[src/hdl/error_diffusion_dither_macros.svh]
// assertion macros for the error diffusion dither
`ifndef ERROR_DIFFUSION_DITHER_MACROS_SVH
`define ERROR_DIFFUSION_DITHER_MACROS_SVH

`ifndef SYNTHESIS
// property that must hold at every clock edge out of reset
`define EDD_ASSERT(lbl, clk, rstn, prop) \
    lbl: assert property (@(posedge clk) disable iff (!rstn) prop) \
        else $error("edd assertion failed");
// condition in one cycle implies a result in the next
`define EDD_ASSERT_NEXT(lbl, clk, rstn, cond, res) \
    lbl: assert property (@(posedge clk) disable iff (!rstn) (cond) |=> (res)) \
        else $error("edd assertion failed");
`else
`define EDD_ASSERT(lbl, clk, rstn, prop)
`define EDD_ASSERT_NEXT(lbl, clk, rstn, cond, res)
`endif

`endif

[src/hdl/edd_pkg.sv]
package edd_pkg;

    localparam int MAX_LINE_WIDTH_DEF = 1024;

    localparam int GRAY_W     = 8;
    localparam int LW_W       = 11;
    localparam int WT_W       = 4;
    localparam int ACC_W      = 14;
    localparam int CFG_IDX_W  = 3;
    localparam int CFG_DATA_W = 11;

    localparam logic [LW_W-1:0]   LINE_WIDTH_RST = 11'd640;
    localparam logic [GRAY_W-1:0] THRESHOLD_RST  = 8'h80;
    localparam logic [WT_W-1:0]   W_RIGHT_RST    = 4'd6;
    localparam logic [WT_W-1:0]   W_BLEFT_RST    = 4'd3;
    localparam logic [WT_W-1:0]   W_BELOW_RST    = 4'd5;
    localparam logic [WT_W-1:0]   W_BRIGHT_RST   = 4'd2;

    localparam logic [GRAY_W-1:0] GRAY_FULL = 8'hFF;

    typedef enum logic [CFG_IDX_W-1:0] {
        CFG_LINE_WIDTH,
        CFG_THRESHOLD,
        CFG_W_RIGHT,
        CFG_W_BELOW_LEFT,
        CFG_W_BELOW,
        CFG_W_BELOW_RIGHT
    } t_cfg_idx;

    typedef logic signed [ACC_W-1:0] t_acc;

    typedef struct packed {
        logic [GRAY_W-1:0] gray;
        logic              frame_start;
    } t_in_item;

    typedef struct packed {
        logic white;
        logic line_end;
    } t_out_item;

    typedef struct packed {
        logic [WT_W-1:0] right;
        logic [WT_W-1:0] below_left;
        logic [WT_W-1:0] below;
        logic [WT_W-1:0] below_right;
    } t_weights;

    // a: entry left of the current column, b: the current column
    typedef struct packed {
        logic a_en;
        logic b_en;
        t_acc a_data;
        t_acc b_data;
    } t_store_wr;

    function automatic logic signed [ACC_W+1:0] ext_acc(input t_acc v);
        ext_acc = {{2{v[ACC_W-1]}}, v};
    endfunction

    function automatic t_acc sat_acc(input logic signed [ACC_W+1:0] v);
        logic signed [ACC_W+1:0] hi;
        logic signed [ACC_W+1:0] lo;
        hi = (ACC_W+2)'(8191);
        lo = -(ACC_W+2)'(8192);
        if (v > hi) begin
            sat_acc = t_acc'(hi[ACC_W-1:0]);
        end else if (v < lo) begin
            sat_acc = t_acc'(lo[ACC_W-1:0]);
        end else begin
            sat_acc = v[ACC_W-1:0];
        end
    endfunction

endpackage

[src/hdl/edd_diffuse.sv]
// quantize one pixel and spread its error to the neighbours
module edd_diffuse (
    input  logic                          i_clk,
    input  logic                          i_rst_n,
    input  logic                          i_fire,
    input  edd_pkg::t_in_item             i_item,
    input  logic                          i_first_row,
    input  logic                          i_line_end,
    input  logic                          i_col_nz,
    input  edd_pkg::t_acc                 i_store,
    input  logic [edd_pkg::GRAY_W-1:0]    i_threshold,
    input  edd_pkg::t_weights             i_wts,
    output logic                          o_white,
    output edd_pkg::t_store_wr            o_wr
);

    edd_pkg::t_acc r_carry;
    edd_pkg::t_acc r_pend_a;
    edd_pkg::t_acc r_pend_b;
    edd_pkg::t_acc n_carry;
    edd_pkg::t_acc n_pend_a;
    edd_pkg::t_acc n_pend_b;

    edd_pkg::t_acc carry_in;
    edd_pkg::t_acc pend_a_in;
    edd_pkg::t_acc pend_b_in;
    edd_pkg::t_acc acc;
    logic signed [10:0] corr;
    logic [edd_pkg::GRAY_W-1:0] corr_c;
    logic signed [8:0] err;
    edd_pkg::t_acc p_right;
    edd_pkg::t_acc p_bleft;
    edd_pkg::t_acc p_below;
    edd_pkg::t_acc p_bright;
    edd_pkg::t_acc below_sum;

    always_comb begin
        carry_in  = i_item.frame_start ? '0 : r_carry;
        pend_a_in = i_item.frame_start ? '0 : r_pend_a;
        pend_b_in = i_item.frame_start ? '0 : r_pend_b;

        acc = i_first_row ? carry_in
            : edd_pkg::sat_acc(edd_pkg::ext_acc(carry_in) + edd_pkg::ext_acc(i_store));

        // floor of acc / 16 is an arithmetic shift
        corr = $signed({3'b000, i_item.gray}) + $signed({acc[13], acc[13:4]});
        if (corr[10]) begin
            corr_c = '0;
        end else if (|corr[9:8]) begin
            corr_c = edd_pkg::GRAY_FULL;
        end else begin
            corr_c = corr[7:0];
        end

        o_white = corr_c >= i_threshold;
        err = o_white ? $signed({1'b0, corr_c}) - $signed({1'b0, edd_pkg::GRAY_FULL})
                      : $signed({1'b0, corr_c});

        p_right  = edd_pkg::t_acc'(err) * edd_pkg::t_acc'({1'b0, i_wts.right});
        p_bleft  = edd_pkg::t_acc'(err) * edd_pkg::t_acc'({1'b0, i_wts.below_left});
        p_below  = edd_pkg::t_acc'(err) * edd_pkg::t_acc'({1'b0, i_wts.below});
        p_bright = edd_pkg::t_acc'(err) * edd_pkg::t_acc'({1'b0, i_wts.below_right});

        below_sum = edd_pkg::sat_acc(edd_pkg::ext_acc(pend_b_in) + edd_pkg::ext_acc(p_below));

        o_wr.a_en   = i_fire && i_col_nz;
        o_wr.a_data = edd_pkg::sat_acc(edd_pkg::ext_acc(pend_a_in) + edd_pkg::ext_acc(p_bleft));
        o_wr.b_en   = i_fire && i_line_end;
        o_wr.b_data = below_sum;

        if (i_line_end) begin
            n_carry  = '0;
            n_pend_a = '0;
            n_pend_b = '0;
        end else begin
            n_carry  = p_right;
            n_pend_a = below_sum;
            n_pend_b = p_bright;
        end
    end

    always_ff @(posedge i_clk) begin
        if (!i_rst_n) begin
            r_carry  <= '0;
            r_pend_a <= '0;
            r_pend_b <= '0;
        end else if (i_fire) begin
            r_carry  <= n_carry;
            r_pend_a <= n_pend_a;
            r_pend_b <= n_pend_b;
        end
    end

endmodule
[config.mk]
export PLATFORM = sky130hd
export DESIGN_NAME = edd_diffuse
export DESIGN_NICKNAME = d
export VERILOG_FILES = /design/src/hdl/error_diffusion_dither_macros.svh /design/src/hdl/edd_pkg.sv /design/src/hdl/edd_diffuse.sv
export SDC_FILE = /design/constraint.sdc
export NUM_CORES = 1
export LEC_CHECK = 0
export BUFFER_PORTS_ARGS = -buffer_cell sky130_fd_sc_hd__buf_2
export CAP_MARGIN = 20
export CORE_AREA = 3 3 166 168
export DETAILED_ROUTE_END_ITERATION = 10
export DIE_AREA = 0 0 169 171
export GPL_ROUTABILITY_DRIVEN = 0
export PLACE_DENSITY = 0.63
export SLEW_MARGIN = 20
export SYNTH_ARGS = -nofsm -noshare
export SYNTH_HDL_FRONTEND = slang
export SYNTH_SLANG_ARGS = --single-unit
[constraint.sdc]
create_clock -name i_clk -period 18.1 [get_ports i_clk]
set_input_delay 0.905 -clock i_clk [delete_from_list [all_inputs] [get_ports i_clk]]
set_output_delay 0.905 -clock i_clk [all_outputs]
set_load 0.01 [all_outputs]
==> flow_summary_export.csv, run 1 <==
group,metric,value,unit
synthesis,yosysMostFrequentCell,"inv_1",
critical_path,cp-start-kind,"primary input",
synthesis,ys_types,87,
die,dieArea,28900,um^2
timing,hold_violations,0,
synthesis,ys_ff_latch,42,
clock_network,cts_buffers,5,
status,status,"completed",
clock_network,root_buffer,"clkbuf_16",
timing,setup_viol_count_final,0,
route,ant_nets,0,
clock_network,cts_tree,"done",
critical_path,worstPathArrival,14500,ps
synthesis,post_synth_main_area_contributors,"fa_1, ha_1, inv_1",
critical_path,critPathRequiredTime,17190,ps
clock_network,htree_levels,2,
die,rows,59,
critical_path,cp_top_family,"compound AO/OA/AOI/OAI gates",
grt,grt.total_usage,19.3,%
synthesis,synth-async-reset-ratio,0,%
finish,diodes,0,
route,dr.pass1.iters,4,
critical_path,slowest_delay,550,ps
route,drc,0,
finish,stdcell_count,1762,
die,die_x,169,um
critical_path,crit_type,"primary input to primary output",
route,wl_met2,12900,um
placement,post-place-ws,2890,ps
placement,dp.cells,1754,
grt,grt_pass1_wl,46200,um
timing,worst_slack,2700,ps
critical_path,crit_path_frequent_cell,"inv_1",
timing,max_freq,64.9,MHz
clock_network,post_cts_resized,0,
synthesis,mappedNetlistArea,10700,um^2
grt,first_global_vias,9437,
grt,grt_antenna_before_repair,1,
die,die_h,171,um
placement,dpl.hpwl,22700,um
route,wl,27500,um
placement,portBuffers,83,
synthesis,synth_fp_nets,1671,
clock_network,clock_latency,300,ps
synthesis,netlist.area_leader.share,19.9,%
clock_network,max-clock-path-buffers,2,
route,drt_first_iter_violations,501,
worst_hold_path,worstHoldPathType,"flop to flop",
finish,nets,1719,
critical_path,slowest_stage,"fa_1",
synthesis,syn_inst,1378,
finish,area_delta_synth_final,7.78,%
clock_network,clock_sinks,42,
route,routed-via-count,9423,
die,pin_count,84,
die,start_util,40.9,%
route,met3WireLength,1080,um
synthesis,syn_avg_cell_area,7.74,um^2
grt,grt_max_degree,31,
timing,rsz0062_at_grt,"false",
finish,drive_gt1_share,9.39,%
timing,maxSlewHeadroom,30.0,%
flow_run,max_cap_violations,0,
synthesis,yosysSeqAreaShare,7.88,%
synthesis,ys_warn_count,0,
clock_network,post-cts-setup-buffers,0,
critical_path,critPathMaxFanout,24,
clock_network,holdBufCountCts,0,
critical_path,path_buf_inv,9,
timing,fin_crit,15400,ps
timing,fin_worst_skew,8.98,ps
critical_path,r2r_slack,4820,ps
route,met1Wirelength,12800,um
timing,whs,463,ps
synthesis,netlist_top_cells_count,"inv_1, ha_1, nand2_1, fa_1, nor2_1",
synthesis,yosysTopAreaCell,"fa_1",
synthesis,synth-edff-count,0,
route,via_per_inst,5.35,
synthesis,synth_ff_type,"dfxtp_1",
timing,final.setup.tns,0,ps
timing,tightest_slew,1050,ps
route,wl_per_cell,15.6,um
clock_network,cts.clk_slew.worst_paths,60,ps
critical_path,cp-end-kind,"primary output",
timing,min_period_over_period,85.1,%
route,top_layer_used,"met5",
timing,drv_slew,0,
grt,grt-ovfl-total,0,
die,core,26100,um^2
==> metrics by stage <==
step                      cell area (um^2)  util, %
after floorplan                      10700        -
after global placement               11300     43.5
after detailed placement             11300     43.5
after CTS                            11500     44.1
after global routing                 11500     44.1
final                                11500     44.1
==> metal layers <==
layer	vias up	track usage, %
met5	-	0
met4	2	5.05
met3	41	1.92
met2	198	33.5
met1	4558	25.7
li1	4624	-
==> worst register-to-register path: cells and delay by family, from the launching register on <==
kind                       cells  cell delay, ps
adders and majority gates      9            3280
DFF                            1             360
xor gates and xnor gates       1             200
buffers and inverters          4             410
muxes                          1             420
AOI/OAI and AO/OA             23            5530
and+or+nand+nor               13            3020
==> worst paths after layout <==
check                     from           end  depth (start not counted)
setup / recovery     i_item[0]      o_wr[12]                         55
hold / removal    r_pend_a[11]  r_pend_a[11]                          2
setup reg to reg    r_carry[0]   r_pend_a[2]                         51
hold reg to reg   r_pend_a[11]  r_pend_a[11]                          2
==> placed cells by master (no fill, tap or decap), drive strengths merged, types with 6 or more instances in the layout <==
master / count
o211ai: 10
and2: 78
or3: 17
o21ai: 51
buf: 95
nor3: 42
nand2b: 20
nor2b: 34
a22o: 6
clkbuf: 6
a21boi: 26
o21a: 9
o31ai: 8
a211oi: 9
ha: 134
inv: 257
nor2: 95
fa: 106
dfxtp: 42
o21bai: 7
a21o: 20
o41ai: 6
nand3: 10
o22ai: 17
xnor2: 40
xor2: 21
nand2: 114
a21oi: 56
==> area by class of cell <==
type                       count  area, um^2
clock buffer                   6         139
clock inverter                 2        12.5
fill                        2672       14600
inverter                     257         965
multi-input combinational   1025        8610
sequential                    42         841
tap                          335         419
timing repair buffer          95         505
==> cells by family after synthesis <==
group           share of synthesized area (%)
simple gates                             21.0
buf+inv                                  11.4
compound gates                           18.3
fa+ha+maj                                35.8
xor+xnor                                 5.15
flops                                    7.88
mux                                     0.411
==> registers in the layout, indices dropped and copies added, names as in the netlist <==
signal,flops
r_carry,14
r_pend_a,14
r_pend_b,14
Power of run 1 is left out: the tool's default activity adds up to more than one toggle a clock period on the data nets, which glitch-free logic cannot reach.
==> inputs of run 2 (changes only) <==
--- a/config.mk
+++ b/config.mk
@@ -11,7 +11,8 @@
 export DETAILED_ROUTE_END_ITERATION = 10
 export DIE_AREA = 0 0 169 171
 export GPL_ROUTABILITY_DRIVEN = 0
-export PLACE_DENSITY = 0.63
+export PLACE_DENSITY = 0.66
+export RECOVER_POWER = 50
 export SLEW_MARGIN = 20
 export SYNTH_ARGS = -nofsm -noshare
 export SYNTH_HDL_FRONTEND = slang
==> constraint.sdc (replaced) <==
create_clock -name i_clk -period 14 [get_ports i_clk]
set_input_delay 0.7 -clock i_clk [delete_from_list [all_inputs] [get_ports i_clk]]
set_output_delay 0.7 -clock i_clk [all_outputs]
set_load 0.01 [all_outputs]
==> run 2 against run 1 <==
  * The run now ends with max-capacitance violations, max-slew violations left
  * Global-route usage fell by 0.20 points
  * Design area rose by 1.5%
  * Sequential cell count is the same
  * Routed wire length is 0.80% higher
  * Non-clock buffer count up 13
  * Sequential share of layout area shrank 0.11 points
  * Setup slack worse by 1900 ps
==> flow_summary_export.csv, run 2 (synthesis gave the netlist of run 1 again) <==
group,metric,value,unit
route,via_per_inst,5.33,
timing,maxSlewHeadroom,-9.10,%
critical_path,slowest_delay,560,ps
clock_network,clock_latency,290,ps
route,ant_nets,0,
timing,max_freq,75.9,MHz
route,met1Wirelength,12600,um
die,dieArea,28900,um^2
die,pin_count,84,
route,drt_first_iter_violations,639,
clock_network,root_buffer,"clkbuf_16",
critical_path,cp-end-kind,"primary output",
route,wl,27700,um
clock_network,clock_sinks,42,
timing,tightest_slew,1640,ps
finish,seqCellArea,841,um^2
die,die_x,169,um
finish,fill_cells,2624,
finish,fin_util,44.8,%
route,dr.pass1.iters,5,
critical_path,cp-start-kind,"primary input",
route,routed-via-count,9472,
critical_path,slowest_stage,"fa_1",
placement,dp.cells,1762,
finish,area_delta_synth_final,9.39,%
grt,grt_antenna_before_repair,0,
worst_hold_path,worstHoldPathType,"flop to flop",
critical_path,critPathRequiredTime,13300,ps
clock_network,cts_tree,"done",
route,wl_met2,13100,um
die,core,26100,um^2
critical_path,crit_type,"primary input to primary output",
critical_path,cp-startpoint,"i_item[0]",
worst_hold_path,min_from,"r_pend_b[13]",
worst_hold_path,hold_depth,2,
clock_network,cts_buffers,5,
finish,layout_common_cells,"inv_1, ha_1, nand2_1",
critical_path,worstPathArrival,12470,ps
timing,fin_crit,13170,ps
clock_network,cts.clk_slew.worst_paths,70,ps
die,rows,59,
critical_path,regToRegStartpoint,"r_carry[0]",
status,status,"finished, violations left",
critical_path,crit_path_frequent_cell,"fa_1",
finish,multi_input_area,8690,um^2
grt,grt.total_usage,19.1,%
clock_network,max-clock-path-buffers,2,
grt,grt-ovfl-total,0,
flow_run,max_cap_violations,1,
timing,drv_slew,31,
route,drc,0,
finish,stdcell_count,1776,
grt,first_global_vias,9325,
route,top_layer_used,"met4",
grt,grt_max_degree,31,
clock_network,htree_levels,2,
worst_hold_path,min_to,"r_pend_b[13]",
critical_path,critPathMaxFanout,16,
route,wl_per_cell,15.6,um
timing,setup_viol_count_final,0,
finish,reg_top3,"r_carry (14), r_pend_a (14), r_pend_b (14)",
finish,drive_gt1_share,11.0,%
critical_path,r2r-end,"r_pend_a[2]",
clock_network,holdBufCountCts,0,
placement,portBuffers,83,
critical_path,r2r_slack,1920,ps
grt,grt_pass1_wl,45600,um
placement,dpl.hpwl,22800,um
critical_path,reg2reg_depth,52,
timing,hold_violations,0,
die,start_util,40.9,%
timing,min_period_over_period,94.1,%
finish,nets,1732,
timing,fin_worst_skew,7.28,ps
finish,final_common_cell,"inv_1",
die,die_h,171,um
status,violations,"max-capacitance violations, max-slew violations",
route,met3WireLength,1400,um
==> run 2: worst max-delay path by stage <==
stage,endpoint,slack (ps)
after detailed placement,o_wr[20],200
final,o_wr[22],830
after floorplan,o_wr[8],660
after global routing,o_wr[12],-70
after global placement,o_wr[20],440
after CTS,o_wr[20],170
==> run 2: routing by layer <==
layer  track usage, %  vias up
met5                0        -
met2             33.2      242
met4             4.62        0
met1             25.7     4550
li1                 -     4641
met3             1.69       39
==> run 2: critical path, delay by kind of cell <==
family,cells,cell delay (ps)
AOI/OAI and AO/OA,25,4950
xor gates and xnor gates,1,120
adders and majority gates,9,3280
buffers and inverters,6,570
muxes,1,370
and+or+nand+nor,12,2480
==> run 2: cell type report <==
class | count | area share, %
antenna | 1 | 0.0215
clock buffer | 7 | 1.22
clock inverter | 1 | 0.0429
inverter | 257 | 8.27
multi-input combinational | 1025 | 74.5
sequential | 42 | 7.21
tap | 335 | 3.59
timing repair buffer | 108 | 5.15
==> run 2: timing repair <==
| item | in CTS | in global routing |
|---|---|---|
| buffers inserted | 0 | 5 |
| hold endpoints to repair | 0 | 0 |
| setup endpoints to repair | 0 | 32 |
| resized for setup | 0 | 26 |
==> run 2: per-stage QoR <==
step           area, um^2  hold slack [ps]  setup TNS [ps]  worst slack, ps
2_1_floorplan       10700              417               0              660
3_3_place_gp        11400              437               0              445
3_5_place_dp        11400              447               0              197
4_1_cts             11500              463               0              170
5_1_grt             11700              483            -467            -66.0
6_report            11700              460               0              828
Power of run 2 is left out for the same reason.
